[src/design/fpd_pkg.sv]
// Shared types, constants and the stencil coefficient table for the five-point
// derivative stream. No dependencies; every other design file refers to it by scope.

package fpd_pkg;

	// Sample format and window geometry.
	localparam int SAMPLE_BITS = 32;
	localparam int WIN_LEN     = 5;
	localparam int TAP_IDX_W   = $clog2(WIN_LEN);
	localparam int CNT_W       = $clog2(WIN_LEN + 1);

	// Coefficients span -48 to 48; the absolute coefficients of one stencil sum to 128 at most.
	localparam int COEF_W = 7;
	localparam int TAP_W  = SAMPLE_BITS + COEF_W;
	localparam int SUM_W  = SAMPLE_BITS + 8;

	// The magnitude is split at 32 bits for the two reciprocal products.
	localparam int SPLIT_W = 32;
	localparam int MAG_W   = (SUM_W > SPLIT_W + 1) ? SUM_W : SPLIT_W + 1;
	localparam int HI_W    = MAG_W - SPLIT_W;

	// Configuration register and product widths.
	localparam int CFG_W  = 32;
	localparam int LO_P_W = SPLIT_W + CFG_W;
	localparam int HI_P_W = HI_W + CFG_W;
	localparam int Q_W    = 64;

	// Q16.16 scaling: drop 16 fraction bits with rounding half away from zero.
	localparam int FRAC_W       = 16;
	localparam int HI_SAT_SHIFT = 40;
	localparam logic [Q_W-1:0] ROUND_HALF = Q_W'(1) << (FRAC_W - 1);
	localparam logic [Q_W-1:0] HI_SAT_LIM = Q_W'(1) << HI_SAT_SHIFT;
	localparam logic [Q_W-1:0] MAG_LIM    = Q_W'(1) << (SAMPLE_BITS - 1);

	// Reset value of the reciprocal register: 1.0 in Q16.16.
	localparam logic [CFG_W-1:0] INV_RESET = CFG_W'(1) << FRAC_W;

	// Job queue between the front and back parts.
	localparam int QDEPTH = 4;
	localparam int QPTR_W = $clog2(QDEPTH);
	localparam int QCNT_W = $clog2(QDEPTH + 1);

	typedef logic signed [SAMPLE_BITS-1:0] sample_t;

	// Stencil kinds in the order they are emitted for one sequence.
	typedef enum logic [2:0] {
		K_FWD_EDGE,
		K_FWD_NEXT,
		K_CENTRAL,
		K_BWD_NEXT,
		K_BWD_EDGE,
		K_ZERO
	} kind_t;

	// One job: a window snapshot plus a run of consecutive stencil kinds.
	typedef struct packed {
		logic [WIN_LEN-1:0][SAMPLE_BITS-1:0] win;
		kind_t                               kind_lo;
		logic [CNT_W-1:0]                    count;
		logic                                zero;
		logic                                ends;
	} job_t;

	// Queue status seen by the front and the back.
	typedef struct packed {
		logic not_empty;
		logic full;
	} q_stat_t;

	// Flags that travel with each result through the back pipeline.
	typedef struct packed {
		logic last;
		logic done;
	} tag_t;

	typedef logic signed [COEF_W-1:0] coef_row_t [WIN_LEN];

	// Tap weights, oldest sample first.
	localparam coef_row_t FWD_EDGE_C = '{-7'sd25, 7'sd48, -7'sd36, 7'sd16, -7'sd3};
	localparam coef_row_t FWD_NEXT_C = '{-7'sd3, -7'sd10, 7'sd18, -7'sd6, 7'sd1};
	localparam coef_row_t CENTRAL_C  = '{7'sd1, -7'sd8, 7'sd0, 7'sd8, -7'sd1};
	localparam coef_row_t BWD_NEXT_C = '{-7'sd1, 7'sd6, -7'sd18, 7'sd10, 7'sd3};
	localparam coef_row_t BWD_EDGE_C = '{7'sd3, -7'sd16, 7'sd36, -7'sd48, 7'sd25};

	// Weight of one tap for one stencil; the zero kind weighs every tap by zero.
	function automatic logic signed [COEF_W-1:0] coef(kind_t k, logic [TAP_IDX_W-1:0] tap);
		logic signed [COEF_W-1:0] c;
		c = '0;
		unique case (k)
			K_FWD_EDGE: c = FWD_EDGE_C[tap];
			K_FWD_NEXT: c = FWD_NEXT_C[tap];
			K_CENTRAL:  c = CENTRAL_C[tap];
			K_BWD_NEXT: c = BWD_NEXT_C[tap];
			K_BWD_EDGE: c = BWD_EDGE_C[tap];
			default:    c = '0;
		endcase
		return c;
	endfunction

endpackage

[src/design/fpd_queue.sv]
// Short job queue that decouples the front part from the back part.
// Depends on fpd_pkg for the job type and depth.

module fpd_queue (
	input  logic             clk,
	input  logic             arst_n,
	input  logic             push,
	input  fpd_pkg::job_t    push_job,
	input  logic             pop,
	output fpd_pkg::job_t    head,
	output fpd_pkg::q_stat_t q_stat
);

	localparam logic [fpd_pkg::QCNT_W-1:0] DEPTH_CNT = fpd_pkg::QCNT_W'(fpd_pkg::QDEPTH);
	localparam logic [fpd_pkg::QCNT_W-1:0] ONE_CNT   = fpd_pkg::QCNT_W'(1);
	localparam logic [fpd_pkg::QPTR_W-1:0] ONE_PTR   = fpd_pkg::QPTR_W'(1);

	fpd_pkg::job_t                 job_q [fpd_pkg::QDEPTH];
	logic [fpd_pkg::QPTR_W-1:0]    wr_ptr_q;
	logic [fpd_pkg::QPTR_W-1:0]    rd_ptr_q;
	logic [fpd_pkg::QCNT_W-1:0]    count_q;

	assign head             = job_q[rd_ptr_q];
	assign q_stat.not_empty = (count_q != '0);
	assign q_stat.full      = (count_q == DEPTH_CNT);

	// Entry storage.
	always_ff @(posedge clk) begin
		if (push) begin
			job_q[wr_ptr_q] <= push_job;
		end
	end

	// Pointers and fill count.
	always_ff @(posedge clk or negedge arst_n) begin
		if (!arst_n) begin
			wr_ptr_q <= '0;
			rd_ptr_q <= '0;
			count_q  <= '0;
		end else begin
			if (push) begin
				wr_ptr_q <= wr_ptr_q + ONE_PTR;
			end
			if (pop) begin
				rd_ptr_q <= rd_ptr_q + ONE_PTR;
			end
			if (push && !pop) begin
				count_q <= count_q + ONE_CNT;
			end else if (pop && !push) begin
				count_q <= count_q - ONE_CNT;
			end
		end
	end

	// The front never writes a full queue, and the back never reads an empty one.
	a_no_overflow: assert property (@(posedge clk) disable iff (!arst_n)
		push |-> !q_stat.full)
		else $error("job queue written while full");

	a_no_underflow: assert property (@(posedge clk) disable iff (!arst_n)
		pop |-> q_stat.not_empty)
		else $error("job queue read while empty");

	a_count_bound: assert property (@(posedge clk) disable iff (!arst_n)
		count_q <= DEPTH_CNT)
		else $error("job queue count beyond depth");

endmodule

[config.mk]
export PLATFORM = sky130hd
export DESIGN_NAME = fpd_queue
export DESIGN_NICKNAME = d
export VERILOG_FILES = /design/src/design/fpd_pkg.sv /design/src/design/fpd_queue.sv
export SDC_FILE = /design/constraint.sdc
export NUM_CORES = 1
export LEC_CHECK = 0
export BUFFER_PORTS_ARGS = -buffer_cell sky130_fd_sc_hd__buf_2
export CELL_PAD_IN_SITES_DETAIL_PLACEMENT = 1
export CELL_PAD_IN_SITES_GLOBAL_PLACEMENT = 2
export CORE_MARGIN = 8
export CORE_UTILIZATION = 45
export CTS_BUF_LIST = sky130_fd_sc_hd__clkbuf_8 sky130_fd_sc_hd__clkbuf_16
export DETAILED_ROUTE_END_ITERATION = 8
export PLACE_DENSITY = 0.91
export RECOVER_POWER = 50
export SETUP_SLACK_MARGIN = 0.02
export SLEW_MARGIN = 25
export SYNTH_ARGS = -nofsm -noshare
export SYNTH_HDL_FRONTEND = slang
export SYNTH_SLANG_ARGS = --single-unit
export TNS_END_PERCENT = 20
[constraint.sdc]
create_clock -name clk -period 5.8 [get_ports clk]
set_input_delay 0.87 -clock clk [delete_from_list [all_inputs] [get_ports clk]]
set_output_delay 0.87 -clock clk [all_outputs]
set_load 0.03 [all_outputs]
After elaboration in Yosys (flattened, before gate mapping)
Memory sizes are Yosys's and may differ from the RTL's.
Index checks and enable logic that the tools add are counted.
W data, S select, Z words.
{ "word_totals": {"out_inout_bits": 170, "latchBits": 0, "n_memories": 1, "romBits": 0, "elab_cells": 19, "inputBits": 172, "ramBits": 672, "regBits": 7} }
{ "memory_table": {"columns": ["name", "words", "word_bits", "rd", "rd_ports_with_merged_regs", "write_ports", "line_no", "text"], "rows": [
  ["job_q", 4, 168, 1, 0, 1, "fpd_queue.sv:18", "fpd_pkg::job_t job_q [fpd_pkg::QDEPTH];"]
]} }
{ "op_classes": {"n_reduce_logical": 6, "addsub": 4, "magnitude_cmp": 0, "div_mod_pow": 0, "n_bitwise": 0, "mux": 4, "n_shift": 0, "n_mul": 0, "eq_ne": 1} }
{ "op_table": {"columns": ["cell", "n"], "rows": [
  ["$mux W3", 2],
  ["$add A2 B1 Y2 const B", 2],
  ["$add A3 B1 Y3 const B", 1],
  ["$eq A3 B3 Y1 const B", 1],
  ["$reduce_bool A3 Y1", 1],
  ["$sub A3 B1 Y3 const B", 1],
  ["$logic_and A1 B1 Y1", 2],
  ["$logic_not A1 Y1", 2],
  ["$mux W1", 2],
  ["$reduce_bool A2 Y1", 1]
]} }

Logic depth before layout (Yosys ltp)
{ "logic_depth": {"depth_word": 4, "depth_mapped": 7, "depth_no_buf": 7} }

Worst setup path before layout
OpenSTA, ideal clock, no wires.
{ "synth_timing": {"path_type": "input-to-reg", "startpoint": "in push", "endpoint": "mem job_q[1][0] (netlist name), enable pin", "slack_ps": 558, "arrival_ps": 4694, "setup_time_ps": 548, "path_buffers": 0, "stages": 1, "required_ps": 5252, "path_cell_list": "and2_1"} }
{ "synth_via": {"elab_chain_cells": 2} }
{ "synth_lines": {"columns": ["item", "line_no", "text"], "rows": [
  ["start: declaration", "fpd_queue.sv:7", "input logic push,"],
  ["$mux W1", "fpd_queue.sv:29", "if (push) begin"],
  ["$mux W1 (not written as such)", "fpd_queue.sv:30", "job_q[wr_ptr_q] <= push_job;"],
  ["end: declaration", "fpd_queue.sv:18", null]
]} }
No other way between the ends.

Worst setup path in the final report
{ "layout_timing": {"startpoint": "in push", "endpoint": "mem job_q[2][143] (netlist name), enable pin"} }
Same word-level chain as after synthesis.

==> run metrics <==
MaxCap Viol Count 2; Data arrival, critical path 4.50 ns; outcome finished, violations left; Non-Filler Instances 2049; Leakage 9.529 nW; register clock-pin slew on the reported worst setup and hold paths 0.06 ns; Worst Hold Slack 0.2187 ns; worst vdd ir 0.0003679 V; setup TNS 0 ns; Mapped Area 24620 µm²; RSZ-0062 raised after global routing false; WS Path Type in2reg; Synth cell types 19; CTS buffer count 70; most frequent cells in the layout edfxtp_1, buf_2, clkbuf_1, mux4_2, clkbuf_16; GRT overflow 0; fill count 4716; Syn Inst Count 912; Critical Path RT 6.01 ns; Final Max Tran Viols 70; CTS Hold Buffers Added 0; IO buf count 341; first-pass GRT wire length 78560 µm; # nets final 1477; Slew @ Worst Pin 3.116 ns; layout cell share with drive strength beyond 1 33.60%; Slowest-stage cell, CP and2_0; CTS tree yes; htree depth 3; Worst-Skew Late Latency 0.59 ns; vias in the first global route 12090; Core ar. 53920 µm²; Final Hold Vio Count 0; Final setup viols 0; max_slew headroom -107.9%; critical-path cell list clkbuf_1, and2_0, buf_4; Seq/Total Area, Yosys 82.69%; post-synthesis register bit count 679; DIE AREA 62440 µm²; most common cell after layout, fill and taps aside edfxtp_1; GRT Total Usage 16.66%; pin count of the biggest net entering global routing 100; failing checks capacitance limit, slew limit; crit end category flop; initial antenna violation count 7; clock buffer depth 3; Util after Layout 53.97%; DR DRC count 0; die height 249.9 µm; Critical Path Source Type input pin; Tcrit/Tclk final 74.03%; fmax 0.2329 GHz; Die Wd 249.9 µm; area growth from synthesis to layout 18.22%; Avg Vias per Cell 5.370; Final min period 4.294 ns; Synthesis Warnings 0; CTS sink count 679; CP peak stage delay 2.34 ns; post-route ant nets 0; Pre-antenna DRT Iters 7; Tot Pwr 16.36 mW; Initial Util 45.65%; worst min-delay path class in2async; vias 11000; PD cells 562.1 nW/µm²; final WL 53050 µm; Placer Congestion 0.6919; post-CTS sizing 0; Placed Cells 1923; Top Ports 342; Post-Syn Area per Cell 26.99 µm²; row cnt 85; Post-CTS Setup Bufs 0; Max Fanout on Critical Path 44; Wirelength per Cell 25.89 µm; number of DRC markers in iteration 0 795; root buffer cell clkbuf_16; HPWL after detailed placement 33520 µm; Clock Skew 0.01329 ns; total nets after synthesis 1090
==> cell families (layout without fill, tap and decap cells) <==
logic type | after synthesis | count (layout) | share of synthesized area, %
DFF | 679 | 679 | 82.69
muxes | 169 | 169 | 15.42
buffers and inverters | 42 | 481 | 1.123
and+or+nand+nor | 9 | 9 | 0.2033
adders and majority gates | 6 | 6 | 0.3355
xor gates and xnor gates | 6 | 6 | 0.2135
AOI/OAI and AO/OA | 1 | 1 | 0.02031
other | 0 | 2 | 0
==> state kept, by name, indices dropped and copies added (netlist names) <==
name / flops
count_q: 3
job_q: 672
rd_ptr_q: 2
wr_ptr_q: 2
==> layout make-up <==
type / instances / area [µm²] / area share (%)
Inverter: 4 / 15.01 / 0.05160
Timing Repair Buffer: 353 / 1672 / 5.744
Multi-Input combinational cell: 191 / 3990 / 13.71
Sequential cell: 679 / 20360 / 69.96
Antenna cell: 2 / 5.005 / 0.01720
Clock inverter: 52 / 387.9 / 1.333
Tap cell: 696 / 870.8 / 2.993
Clock buffer: 72 / 1802 / 6.191
==> worst max-delay path, delay by kind of cell <==
family / cells / cell delay (ns)
simple gates: 1 / 2.34
buf+inv: 2 / 1.22
==> through the flow <==
step                area (µm²)  setup slack, ns
finish                   29100            1.506
global route             29100            1.066
CTS                      29320            2.021
detailed placement       27130            2.679
global placement         27130            2.689
floorplan                24620           0.5580
==> path summary, 6_finish.rpt <==
| path | from | end | slack (ns) | cells past startpoint |
|---|---|---|---|---|
| setup / recovery | push | job_q[2][143] | 1.51 | 3 |
| hold / removal | arst_n | rd_ptr_q[0] | 0.22 | 1 |
| setup reg to reg | wr_ptr_q[0] | job_q[2][143] | 1.60 | 4 |
| hold reg to reg | count_q[2] | count_q[2] | 0.50 | 1 |
| max in group asynchronous | arst_n | rd_ptr_q[1] | 5.20 | 1 |
| min in group clk | count_q[2] | count_q[2] | 0.50 | 1 |
==> where the power goes <==
group | total (mW) | switching [mW] | internal, mW
logic | 5.40 | 3.53 | 1.87
clock network | 4.25 | 1.77 | 2.48
registers | 6.71 | 0.285 | 6.43
total | 16.4 | 5.59 | 10.8
==> synth_stat cells <==
cell | number | area [µm²]
o21ai_0 | 1 | 5.000
and2_1 | 4 | 25.02
or3_1 | 1 | 6.260
buf_6 | 12 | 135.1
edfxtp_1 | 672 | 20180
xor2_1 | 4 | 35.03
clkbuf_1 | 5 | 18.77
mux4_2 | 168 | 3784
nor2_1 | 1 | 3.750
nor3b_1 | 1 | 7.510
buf_2 | 20 | 100.1
xnor2_1 | 2 | 17.52
mux2_2 | 1 | 11.26
inv_1 | 4 | 15.01
buf_4 | 1 | 7.510
ha_1 | 5 | 62.56
nand2_1 | 2 | 7.510
fa_1 | 1 | 20.02
dfrtp_1 | 7 | 175.2
==> routing by layer <==
layer,vias to the layer above,global-route usage [%],wire [µm]
li1,4743,-,-
met1,5816,20.53,20670
met2,346,28.81,27830
met3,89,4.739,3354
met4,10,4.315,1138
met5,-,0,56
(Power assumes the default switching activity.)
