## src/design/fpd_pkg.sv

```systemverilog
// Shared types, constants and the stencil coefficient table for the five-point
// derivative stream. No dependencies; every other design file refers to it by scope.

package fpd_pkg;

	// Sample format and window geometry.
	localparam int SAMPLE_BITS = 32;
	localparam int WIN_LEN     = 5;
	localparam int TAP_IDX_W   = $clog2(WIN_LEN);
	localparam int CNT_W       = $clog2(WIN_LEN + 1);

	// Coefficients span -48 to 48; the absolute coefficients of one stencil sum to 128 at most.
	localparam int COEF_W = 7;
	localparam int TAP_W  = SAMPLE_BITS + COEF_W;
	localparam int SUM_W  = SAMPLE_BITS + 8;

	// The magnitude is split at 32 bits for the two reciprocal products.
	localparam int SPLIT_W = 32;
	localparam int MAG_W   = (SUM_W > SPLIT_W + 1) ? SUM_W : SPLIT_W + 1;
	localparam int HI_W    = MAG_W - SPLIT_W;

	// Configuration register and product widths.
	localparam int CFG_W  = 32;
	localparam int LO_P_W = SPLIT_W + CFG_W;
	localparam int HI_P_W = HI_W + CFG_W;
	localparam int Q_W    = 64;

	// Q16.16 scaling: drop 16 fraction bits with rounding half away from zero.
	localparam int FRAC_W       = 16;
	localparam int HI_SAT_SHIFT = 40;
	localparam logic [Q_W-1:0] ROUND_HALF = Q_W'(1) << (FRAC_W - 1);
	localparam logic [Q_W-1:0] HI_SAT_LIM = Q_W'(1) << HI_SAT_SHIFT;
	localparam logic [Q_W-1:0] MAG_LIM    = Q_W'(1) << (SAMPLE_BITS - 1);

	// Reset value of the reciprocal register: 1.0 in Q16.16.
	localparam logic [CFG_W-1:0] INV_RESET = CFG_W'(1) << FRAC_W;

	// Job queue between the front and back parts.
	localparam int QDEPTH = 4;
	localparam int QPTR_W = $clog2(QDEPTH);
	localparam int QCNT_W = $clog2(QDEPTH + 1);

	typedef logic signed [SAMPLE_BITS-1:0] sample_t;

	// Stencil kinds in the order they are emitted for one sequence.
	typedef enum logic [2:0] {
		K_FWD_EDGE,
		K_FWD_NEXT,
		K_CENTRAL,
		K_BWD_NEXT,
		K_BWD_EDGE,
		K_ZERO
	} kind_t;

	// One job: a window snapshot plus a run of consecutive stencil kinds.
	typedef struct packed {
		logic [WIN_LEN-1:0][SAMPLE_BITS-1:0] win;
		kind_t                               kind_lo;
		logic [CNT_W-1:0]                    count;
		logic                                zero;
		logic                                ends;
	} job_t;

	// Queue status seen by the front and the back.
	typedef struct packed {
		logic not_empty;
		logic full;
	} q_stat_t;

	// Flags that travel with each result through the back pipeline.
	typedef struct packed {
		logic last;
		logic done;
	} tag_t;

	typedef logic signed [COEF_W-1:0] coef_row_t [WIN_LEN];

	// Tap weights, oldest sample first.
	localparam coef_row_t FWD_EDGE_C = '{-7'sd25, 7'sd48, -7'sd36, 7'sd16, -7'sd3};
	localparam coef_row_t FWD_NEXT_C = '{-7'sd3, -7'sd10, 7'sd18, -7'sd6, 7'sd1};
	localparam coef_row_t CENTRAL_C  = '{7'sd1, -7'sd8, 7'sd0, 7'sd8, -7'sd1};
	localparam coef_row_t BWD_NEXT_C = '{-7'sd1, 7'sd6, -7'sd18, 7'sd10, 7'sd3};
	localparam coef_row_t BWD_EDGE_C = '{7'sd3, -7'sd16, 7'sd36, -7'sd48, 7'sd25};

	// Weight of one tap for one stencil; the zero kind weighs every tap by zero.
	function automatic logic signed [COEF_W-1:0] coef(kind_t k, logic [TAP_IDX_W-1:0] tap);
		logic signed [COEF_W-1:0] c;
		c = '0;
		unique case (k)
			K_FWD_EDGE: c = FWD_EDGE_C[tap];
			K_FWD_NEXT: c = FWD_NEXT_C[tap];
			K_CENTRAL:  c = CENTRAL_C[tap];
			K_BWD_NEXT: c = BWD_NEXT_C[tap];
			K_BWD_EDGE: c = BWD_EDGE_C[tap];
			default:    c = '0;
		endcase
		return c;
	endfunction

endpackage

```

## src/design/fpd_front.sv

```systemverilog
// Front part: accepts sample beats, keeps the sliding window and the sample count,
// and turns each beat into at most one job for the queue. Depends on fpd_pkg.

module fpd_front (
	input  logic               clk,
	input  logic               arst_n,
	input  fpd_pkg::sample_t   sample_value,
	input  logic               end_of_sequence,
	input  logic               in_valid,
	output logic               in_ready,
	input  fpd_pkg::q_stat_t   q_stat,
	output logic               push,
	output fpd_pkg::job_t      push_job
);

	localparam logic [fpd_pkg::CNT_W-1:0] FULL_CNT = fpd_pkg::CNT_W'(fpd_pkg::WIN_LEN);
	localparam logic [fpd_pkg::CNT_W-1:0] ONE_CNT  = fpd_pkg::CNT_W'(1);

	logic [fpd_pkg::SAMPLE_BITS-1:0] win_q    [fpd_pkg::WIN_LEN];
	logic [fpd_pkg::SAMPLE_BITS-1:0] win_next [fpd_pkg::WIN_LEN];
	logic [fpd_pkg::CNT_W-1:0]       seen_q;
	logic [fpd_pkg::CNT_W-1:0]       seen_next;
	logic                            accept;
	logic                            win_full;
	logic                            first_full;
	fpd_pkg::kind_t                  kind_hi;

	// A beat is taken whenever the queue has room for its job.
	assign in_ready = !q_stat.full;
	assign accept   = in_valid && in_ready;

	// Window shifted by the incoming sample, and the saturating count.
	always_comb begin
		for (int i = 0; i < fpd_pkg::WIN_LEN - 1; i++) begin
			win_next[i] = win_q[i+1];
		end
		win_next[fpd_pkg::WIN_LEN-1] = sample_value;
		seen_next  = (seen_q < FULL_CNT) ? seen_q + ONE_CNT : seen_q;
		win_full   = (seen_next == FULL_CNT);
		first_full = (seen_q == FULL_CNT - ONE_CNT);
	end

	// Classify the beat: a run of stencils over the full window, or zeros for a short sequence.
	always_comb begin
		for (int i = 0; i < fpd_pkg::WIN_LEN; i++) begin
			push_job.win[i] = win_next[i];
		end
		push_job.ends = end_of_sequence;
		kind_hi       = end_of_sequence ? fpd_pkg::K_BWD_EDGE : fpd_pkg::K_CENTRAL;
		if (win_full) begin
			push_job.zero    = 1'b0;
			push_job.kind_lo = first_full ? fpd_pkg::K_FWD_EDGE : fpd_pkg::K_CENTRAL;
			push_job.count   = fpd_pkg::CNT_W'(kind_hi) - fpd_pkg::CNT_W'(push_job.kind_lo)
				+ ONE_CNT;
		end else begin
			push_job.zero    = 1'b1;
			push_job.kind_lo = fpd_pkg::K_ZERO;
			push_job.count   = seen_next;
		end
		push = accept && (win_full || end_of_sequence);
	end

	// Window storage, cleared at reset so that the zero results of a short sequence
	// never see undefined taps.
	always_ff @(posedge clk or negedge arst_n) begin
		if (!arst_n) begin
			win_q <= '{default: '0};
		end else if (accept) begin
			win_q <= win_next;
		end
	end

	// Sample count, cleared at the end of each sequence.
	always_ff @(posedge clk or negedge arst_n) begin
		if (!arst_n) begin
			seen_q <= '0;
		end else if (accept) begin
			seen_q <= end_of_sequence ? '0 : seen_next;
		end
	end

endmodule

```

## config.mk

```make
export PLATFORM = sky130hd
export DESIGN_NAME = fpd_front
export DESIGN_NICKNAME = d
export VERILOG_FILES = /design/src/design/fpd_pkg.sv /design/src/design/fpd_front.sv
export SDC_FILE = /design/constraint.sdc
export NUM_CORES = 1
export LEC_CHECK = 0
export BUFFER_PORTS_ARGS = -buffer_cell sky130_fd_sc_hd__clkbuf_2
export CAP_MARGIN = 10
export CORE_MARGIN = 10
export CORE_UTILIZATION = 23
export CTS_CLUSTER_SIZE = 12
export DETAILED_ROUTE_END_ITERATION = 8
export HOLD_SLACK_MARGIN = 0.06
export PLACE_DENSITY = 0.47
export SKIP_CTS_REPAIR_TIMING = 1
export SYNTH_ARGS = -nofsm -noshare
export SYNTH_HDL_FRONTEND = slang
export SYNTH_SLANG_ARGS = --single-unit
```

## constraint.sdc

```tcl
create_clock -name clk -period 2.5 [get_ports clk]
set_input_delay 0.5 -clock clk [delete_from_list [all_inputs] [get_ports clk]]
set_output_delay 0.5 -clock clk [all_outputs]
set_load 0.01 [all_outputs]
```

== Yosys cells after proc, flatten, opt, wreduce, memory -nomap -nowiden ==
Cells that the tools add are included.

* Logic and storage cells: 20
* Output and inout port bits: 170
* Flip-flop bits (word level): 131
* Bits of input ports: 38

* Equality and inequality tests: 2
* Order comparisons: 1
* $add $sub $neg: 3
* Multiplexer cells: 5
* Reductions and logical operators: 4

{| class="wikitable"
|+ Operators by type and width
! kind !! count
|-
| 3-bit 2-to-1 mux || 3
|-
| 7-bit 2-to-1 mux || 1
|-
| 3-bit by 1-bit adder with 3-bit output (second input constant) || 2
|-
| 3-bit == test (second input constant) || 2
|-
| 3-bit less-than comparator (second input constant) || 1
|-
| 3-bit by 2-bit subtractor with 3-bit output || 1
|-
| 1-bit logical AND || 2
|-
| 2-bit 2-to-1 mux || 1
|-
| 1-bit zero test || 1
|-
| 1-bit logical OR || 1
|}

== Longest topological paths before layout ==
Gate-level depths: netlist of the first run.

* Word-level depth: 5
* Depth in mapped cells: 6
* Mapped depth without buffers: 6

== Least setup slack after synthesis of the first run ==
No wires, ideal clock.

* Path type: register -> output
* From: register seen_q[0] (netlist name)
* To: output push
* Cell stages (with the launch flop): 6
* Setup slack: 411 ps
* Required time: 2,000 ps
* Arrival time: 1,589 ps
* Buffers on the path: 0
* Cells stage by stage: dfrtp_1 -> inv_1 -> ha_1 -> o21bai_1 -> a22oi_1 -> a21boi_0

* Word-level cells in the longest chain between the ends: 5
* Elaborated cells between the ends (all ways): 6
* Classes of those cells: add/sub (1); order compare (1); eq/ne (1); mux (1); reduce/logical (2)

{| class="wikitable"
|+ RTL lines
! what !! line !! text
|-
| start: declaration || fpd_front.sv:21 || <nowiki>logic [fpd_pkg::CNT_W-1:0] seen_q;</nowiki>
|-
| start signal: assignment || fpd_front.sv:78 || <nowiki>seen_q <= end_of_sequence ? '0 : seen_next;</nowiki>
|-
| 3-bit by 1-bit adder with 3-bit output or 3-bit less-than comparator (tied branches) || fpd_front.sv:38 || <nowiki>seen_next = (seen_q < FULL_CNT) ? seen_q + ONE_CNT : seen_q;</nowiki>
|-
| 3-bit 2-to-1 mux * || fpd_front.sv:38 ||
|-
| 3-bit == test * || fpd_front.sv:39 || <nowiki>win_full = (seen_next == FULL_CNT);</nowiki>
|-
| 1-bit logical OR * || fpd_front.sv:60 || <nowiki>push = accept && (win_full || end_of_sequence);</nowiki>
|-
| 1-bit logical AND * || fpd_front.sv:60 ||
|-
| end: declaration || fpd_front.sv:12 || <nowiki>output logic push,</nowiki>
|}

Every way passes the cells marked *; elsewhere a longest branch is shown, timed or not.

==> metrics.cfg, run 1 <==
[status]
status = finished, final reports clean

[global_route]
grt_max_degree = 72
track_usage = 0.0886
first_global_vias = 3731
antenna_found_initial = 0
grt_pass1_wl_um = 21400
grt.overflow.total = 0

[setup_path]
crit_path_start_kind = register
crit_path_end_kind = output pin
crit_path_max_fanout = 5
crit_arrival_ns = 1.88
crit_type = reg -> out
r2r_setup_slack_ns = 1.21
crit_required_ns = 2.00

[logic_synthesis]
ys_ff_latch = 131
synthesis.area_mm2 = 0.00549
netlist_instances = 346
syn_area_per_cell_um2 = 15.9
yosys_warnings = 0
yosysSeqAreaShare = 0.597
syn-num-nets = 387
synthDistinctLibCells = 25

[drt]
vias = 3411
drtAntennaViolNets = 0
dr.max_layer_used = met4
drtIter0Drc = 183
wl_per_cell_um = 15.5
wl_met1_um = 5640
remaining_drc_errors = 0
drtPass1Iterations = 4
via_per_inst = 3.96
finalWirelength_um = 13400
wl_met3_um = 1270
wl_met2_um = 6350

[min_path]
holdCritPathClass = in -> reg

[sta]
tightest_slew_ns = 0.442
hold_viol = 0
slew_headroom = 0.705
finalCriticalPeriod_ns = 2.38
rsz0062_at_grt = no
final-setup-viol-count = 0
max_freq_mhz = 420
skew_ns = 0.00582
finalCritPeriodShare = 0.951
report.final.slew_viol_count = 0

[placed_design]
placed_area_mm2 = 0.00663
gp_congestion = 0.774
dp_hpwl_um = 9730
port_buffers = 206

[job]
maxCapViolCount = 0

[clock_network]
cts-root-buf = clkbuf_16
cts_sinks = 131
clock_path_buffers = 2
clkTransAtPathRegs_ns = 0.06
numCtsBuffers = 17
cts_tree = done
htreeDepth = 4
clk_latency_ns = 0.42

[floorplan]
ioPinCount = 208
die_h_um = 175
die_area_mm2 = 0.0305
core_mm2 = 0.0235
fp.dieW_um = 175
rows = 56
start_util = 0.234

[layout]
n_antenna_cell = 0
nNetsFinal = 570
layout-drive-gt1-share = 0.710
final_cell_area_mm2 = 0.00729
mostFrequentLayoutCell = clkbuf_2
syn_to_final_growth_pct = 32.8
final_cell_mix = clkbuf_2 (203), dfrtp_1 (129), mux2_2 (85)
fin_util = 0.311

[pwr]
ir_drop_v = 0.000367
leakage_nw = 3.52
p_per_area_mw_per_mm2 = 1070

[logic make-up after synthesis]
group,share of synthesized area
AOI/OAI and AO/OA,0.0189
adders and majority gates,0.00683
buffers and inverters,0.0729
DFF,0.597
muxes,0.292
and+or+nand+nor,0.0130
[synthesized netlist by cell type, drive strengths merged]
cell type | n | area, µm²
nand2 | 1 | 3.75
a21o | 1 | 7.51
and2 | 1 | 6.26
mux2 | 128 | 1600
a31o | 1 | 8.76
o21bai | 1 | 7.51
nand2b | 1 | 6.26
and3b | 1 | 8.76
dfrtp | 131 | 3280
and3 | 1 | 6.26
buf | 50 | 382
a21boi | 1 | 7.51
o21ai | 2 | 10.0
inv | 5 | 18.8
nor2b | 4 | 25.0
a22o | 1 | 8.76
nor2 | 4 | 15.0
o31ai | 1 | 7.51
o22ai | 1 | 6.26
a22oi | 2 | 15.0
a21oi | 5 | 25.0
ha | 3 | 37.5
[final cells by class]
class / instances / area (µm²)
clock buffers: 19 / 453
clock inverters: 13 / 150
fillers: 2382 / 16200
inverters: 5 / 18.8
multi-input cells: 160 / 1860
flip-flops and latches: 131 / 3280
well taps: 319 / 399
repair buffers: 214 / 1140
[final timing paths]
path,from,end,cells past startpoint
worst max-delay path,seen_q[1]$_DFFE_PN0P_,push_job[3],7
min in group asynchronous,arst_n,push_job[20]$_DFFE_PN0P_,2
worst max register to register,seen_q[0]$_DFFE_PN0P_,seen_q[2]$_DFFE_PN0P_,4
worst min register to register,push_job[22]$_DFFE_PN0P_,push_job[22]$_DFFE_PN0P_,1
max in group asynchronous,arst_n,seen_q[0]$_DFFE_PN0P_,3
worst min-delay path,sample_value[14],push_job[118]$_DFFE_PN0P_,2
[stage by stage]
stage	instances	setup WS (ns)	power [mW]	hold WS, ns	TNS, ns
CTS	858	-0.190	7.92	-0.0474	-0.660
global route	861	0.0188	8.26	0.300	0
finish	861	0.122	7.78	0.329	0
detailed placement	826	0.276	5.31	0.412	0
global placement	826	0.394	5.25	0.406	0
floorplan	346	0.411	4.29	0.204	0
[sequential cells by signal, indices dropped and copies added, names as in the netlist]
signal and count:
push_job 128, seen_q 3
[metal layers]
layer,vias up,global-route usage
met1,1724,0.104
met4,0,0.0307
met3,10,0.0483
met5,-,0
li1,1550,-
met2,127,0.135
[power by group]
| group | leakage [nW] | internal (mW) | switching, mW |
|---|---|---|---|
| Combinational | 1.69 | 1.10 | 0.982 |
| Sequential | 1.55 | 2.73 | 0.431 |
| Clock | 0.279 | 1.54 | 0.993 |
[worst max-delay path, stage by stage, from the launching register on]
cell     delay (ns)
dfrtp_2        0.39
inv_1          0.08
ha_4           0.15
and2_4         0.15
ha_2           0.32
a21oi_1        0.05
o22ai_1        0.17
buf_2          0.16
Power figures use the tool's default switching activity.
==> run 2, diff against run 1 <==
--- a/config.mk
+++ b/config.mk
@@ -7,12 +7,14 @@
 export LEC_CHECK = 0
 export BUFFER_PORTS_ARGS = -buffer_cell sky130_fd_sc_hd__clkbuf_2
 export CAP_MARGIN = 10
+export CELL_PAD_IN_SITES_DETAIL_PLACEMENT = 1
+export CELL_PAD_IN_SITES_GLOBAL_PLACEMENT = 1
 export CORE_MARGIN = 10
-export CORE_UTILIZATION = 23
+export CORE_UTILIZATION = 42
 export CTS_CLUSTER_SIZE = 12
 export DETAILED_ROUTE_END_ITERATION = 8
 export HOLD_SLACK_MARGIN = 0.06
-export PLACE_DENSITY = 0.47
+export PLACE_DENSITY = 0.88
 export SKIP_CTS_REPAIR_TIMING = 1
 export SYNTH_ARGS = -nofsm -noshare
 export SYNTH_HDL_FRONTEND = slang
==> run 2 against run 1 <==
Against the previous run:
- combinational power is essentially flat
- highest routed layer unchanged
- largest cell class unchanged
- worst hold slack lost 0.25 ns
- sequential cell count is the same
==> metrics.cfg, run 2 (same netlist as run 1, synthesis figures left out) <==
[status]
status = finished, final reports clean

[sta]
hold_viol = 0
skew_ns = 0.00471
max_freq_mhz = 409
final-setup-viol-count = 0
tns_ns = 0
finalCritPeriodShare = 0.978
finalCriticalPeriod_ns = 2.44
hold_slack_ns = 0.0829
slew_headroom = 0.636
report.final.slew_viol_count = 0
tightest_slew_ns = 0.546
fin_ws_ns = 0.0555

[job]
maxCapViolCount = 0

[layout]
largest_reg_flops = 128
n_antenna_cell = 0
mostFrequentLayoutCell = clkbuf_2
final_cell_area_mm2 = 0.00710
stdcell_count = 713
layout-drive-gt1-share = 0.702
fin_util = 0.558
nNetsFinal = 569
final_cell_mix = clkbuf_2 (204), dfrtp_1 (129), mux2_2 (85)
syn_to_final_growth_pct = 29.3

[setup_path]
slowest_delay_ns = 0.40
critical-path-top-delay-family = flip-flops
cp-startpoint = seen_q[0]$_DFFE_PN0P_
crit_path_start_kind = register
r2r_setup_slack_ns = 1.17
timing.critical_path.slowest_stage_cell = dfrtp_2
crit_chain = inv_1, ha_4, nor2b_1, o21ai_0, a22oi_1, clkbuf_2
crit_type = reg -> out
crit_arrival_ns = 1.94
crit_buf_inv = 2
crit_required_ns = 2.00
timing.rr.start = seen_q[0]$_DFFE_PN0P_
reg2reg_to = seen_q[2]$_DFFE_PN0P_
ff2ff_path_depth = 4
crit_path_max_fanout = 6
crit_path_end_kind = output pin

[floorplan]
ioPinCount = 208
die_h_um = 134
rows = 41
fp.dieW_um = 134
core_mm2 = 0.0127
die_area_mm2 = 0.0181
start_util = 0.432

[min_path]
holdCritPathClass = in -> async

[drt]
drtPass1Iterations = 4
via_per_inst = 4.83
drtIter0Drc = 105
vias = 3442
drtAntennaViolNets = 0
remaining_drc_errors = 0
finalWirelength_um = 14100
wl_per_cell_um = 19.7

[placed_design]
placed_area_mm2 = 0.00644
dp_hpwl_um = 10200
gp_congestion = 0.776
pre_cts_ws_ns = 0.0859
port_buffers = 206
place_inst = 679

[clock_network]
htreeDepth = 4
clock_path_buffers = 2
cts_sinks = 131
numCtsBuffers = 17
cts_tree = done
clk_latency_ns = 0.41
clkTransAtPathRegs_ns = 0.05
cts-root-buf = clkbuf_16

[pwr]
ir_drop_v = 0.000627
p_per_area_mw_per_mm2 = 1100
p_total_mw = 7.82
leakage_nw = 3.53

[global_route]
grt_max_degree = 71
gr-usage-met3 = 0.0702
antenna_found_initial = 0
grtUsageMet1 = 0.160
globalRoute.busiestLayer = met2
track_usage = 0.156
met2_usage = 0.272
grt_pass1_wl_um = 22100
first_global_vias = 3927
grt.overflow.total = 0

==> run 2: cell types whose count changed in the layout (fill, tap and decap cells not counted), moves of 2 or more <==
cell        delta
inv_6          -4
clkinv_2       +5
clkinvlp_4     -3
clkbuf_1       +2
clkinv_4       -2
nor2b_2        -2
nor2b_1        +2
==> run 2: layout make-up <==
type,instances,area [µm²]
tap,172,215
fill,1329,5620
sequential,131,3280
clock inverter,10,130
multi-input combinational,160,1860
inverter,5,18.8
clock buffer,22,474
timing repair buffer,213,1120
==> run 2: how the worst max path moves through the flow <==
stage | end | cells after the start
3_5_place_dp | push | 6
5_1_grt | push_job[4] | 6
6_report | push_job[4] | 6
2_1_floorplan | push | 5
4_1_cts | push | 6
3_3_place_gp | push | 6
==> run 2: power breakdown <==
part	internal [mW]	switching (mW)	total, mW
logic	1.10	1.01	2.11
clock network	1.64	0.886	2.52
registers	2.73	0.449	3.18
total	5.47	2.34	7.82
==> run 2: metal layers <==
| layer | up-vias | routed length (µm) |
|---|---|---|
| li1 | 1541 | - |
| met1 | 1742 | 5360 |
| met2 | 139 | 7360 |
| met3 | 20 | 1140 |
| met4 | 0 | 213 |
| met5 | - | 0 |
==> run 3, diff against run 2 <==
--- a/config.mk
+++ b/config.mk
@@ -10,11 +10,11 @@
 export CELL_PAD_IN_SITES_DETAIL_PLACEMENT = 1
 export CELL_PAD_IN_SITES_GLOBAL_PLACEMENT = 1
 export CORE_MARGIN = 10
-export CORE_UTILIZATION = 42
+export CORE_UTILIZATION = 39
 export CTS_CLUSTER_SIZE = 12
 export DETAILED_ROUTE_END_ITERATION = 8
 export HOLD_SLACK_MARGIN = 0.06
-export PLACE_DENSITY = 0.88
+export PLACE_DENSITY = 0.83
 export SKIP_CTS_REPAIR_TIMING = 1
 export SYNTH_ARGS = -nofsm -noshare
 export SYNTH_HDL_FRONTEND = slang
==> constraint.sdc (replaced) <==
create_clock -name clk -period 2.7 [get_ports clk]
set_input_delay 0.54 -clock clk [delete_from_list [all_inputs] [get_ports clk]]
set_output_delay 0.54 -clock clk [all_outputs]
set_load 0.01 [all_outputs]
==> run 3 against run 2 <==
Against the previous run:
- final cell count rose by 0.98%
- worst hold slack worse by 0.0050 ns
- critical path depth increased by 1
- register-to-register slack gained 0.13 ns
- sequential share of layout area up 0.27 points
- clock power decreased by 10%
- total power fell by 8.7%
- clock skew grew 0.0040 ns
- worst setup slack improved by 0.086 ns
- critical path type unchanged
==> metrics.cfg, run 3 (same netlist as run 1, synthesis figures left out) <==
[status]
status = finished, final reports clean

[sta]
final-setup-viol-count = 0
skew_ns = 0.00869
hold_viol = 0
finalCritPeriodShare = 0.947
rsz0062_at_grt = no
finalCriticalPeriod_ns = 2.56
max_freq_mhz = 391
report.final.slew_viol_count = 0
slew_headroom = 0.686
fin_ws_ns = 0.142
hold_slack_ns = 0.0780
tns_ns = 0
tightest_slew_ns = 0.471

[layout]
largest_reg_flops = 128
final_cell_mix = clkbuf_2 (205), dfrtp_1 (130), mux2_2 (85)
layout-drive-gt1-share = 0.693
mostFrequentLayoutCell = clkbuf_2
nNetsFinal = 568
syn_to_final_growth_pct = 28.5
stdcell_count = 720
n_antenna_cell = 0

[setup_path]
crit_required_ns = 2.16
crit_arrival_ns = 2.02
timing.critical_path.slowest_stage_cell = dfrtp_1
crit_chain = inv_1, ha_1, and2_1, ha_1, a21oi_1, o22ai_1, clkbuf_2
cp_common_cell = ha_1
slowest_delay_ns = 0.45
ff2ff_path_depth = 4
r2r_setup_slack_ns = 1.30
crit_buf_inv = 2
reg2reg_to = seen_q[2]$_DFFE_PN0P_
crit_path_end_kind = output pin
critical-path-top-delay-family = adder cells
crit_type = reg -> out
crit_path_start_kind = register
crit_path_max_fanout = 6
timing.rr.start = seen_q[1]$_DFFE_PN0P_

[drt]
vias = 3426
wl_per_cell_um = 19.0
finalWirelength_um = 13700
drtPass1Iterations = 4
remaining_drc_errors = 0
drtIter0Drc = 121
drtAntennaViolNets = 0
via_per_inst = 4.76

[clock_network]
htreeDepth = 4
clock_path_buffers = 2
cts-root-buf = clkbuf_16
cts_tree = done
clkTransAtPathRegs_ns = 0.06
numCtsBuffers = 17
cts_sinks = 131
clk_latency_ns = 0.41

[pwr]
p_total_mw = 7.13
p_per_area_mw_per_mm2 = 1010
leakage_nw = 3.52
ir_drop_v = 0.000506

[floorplan]
core_mm2 = 0.0138
ioPinCount = 208
start_util = 0.397
die_area_mm2 = 0.0192
die_h_um = 139
rows = 43
fp.dieW_um = 139

[placed_design]
place_inst = 687
pre_cts_ws_ns = 0.434
dp_hpwl_um = 10100
gp_congestion = 0.834
port_buffers = 206

[global_route]
grt_max_degree = 66
first_global_vias = 3951
antenna_found_initial = 0
grt_pass1_wl_um = 22200
track_usage = 0.143
grt.overflow.total = 0

[job]
maxCapViolCount = 0

[min_path]
holdCritPathClass = in -> async

## run 3: worst register-to-register path, delay by kind of cell, from the launching register on
family	cells	cell delay, ns
AOI/OAI and AO/OA	2	0.24
adders and majority gates	1	0.28
DFF	1	0.45
and+or+nand+nor	1	0.30
## run 3: layer usage
metal  wire length, µm  vias up  track usage
li1                  -     1536            -
met1              5300     1749        0.151
met2              7100      124        0.248
met3              1080       17       0.0610
met4               227        0       0.0544
met5                 0        -            0
## run 3: where the power goes
group	internal (mW)	total, mW	leakage (nW)	switching [mW]
registers	2.53	2.94	1.56	0.413
logic	1.00	1.93	1.68	0.928
clock network	1.45	2.26	0.285	0.810
total	4.98	7.13	3.52	2.15
## run 3: area by class of cell
type | count | area [µm²]
clock buffer | 23 | 488
clock inverter | 9 | 103
fill | 1446 | 6770
inverter | 5 | 18.8
multi-input combinational | 160 | 1830
sequential | 131 | 3280
tap | 180 | 225
timing repair buffer | 212 | 1120
## run 3: how the worst max path moves through the flow
stage	from	cells past startpoint	to
2_1_floorplan	seen_q[0]$_DFFE_PN0P_	5	push
3_3_place_gp	seen_q[0]$_DFFE_PN0P_	6	push
3_5_place_dp	seen_q[0]$_DFFE_PN0P_	6	push
4_1_cts	seen_q[0]$_DFFE_PN0P_	6	push
5_1_grt	seen_q[1]$_DFFE_PN0P_	7	push_job[3]
6_report	seen_q[1]$_DFFE_PN0P_	7	push_job[3]
## run 3: through the flow
step,utilization,area [µm²]
after detailed placement,0.467,6450
after floorplan,-,5490
after CTS,0.509,7040
after global routing,0.510,7060
final,0.510,7060
after global placement,0.467,6450
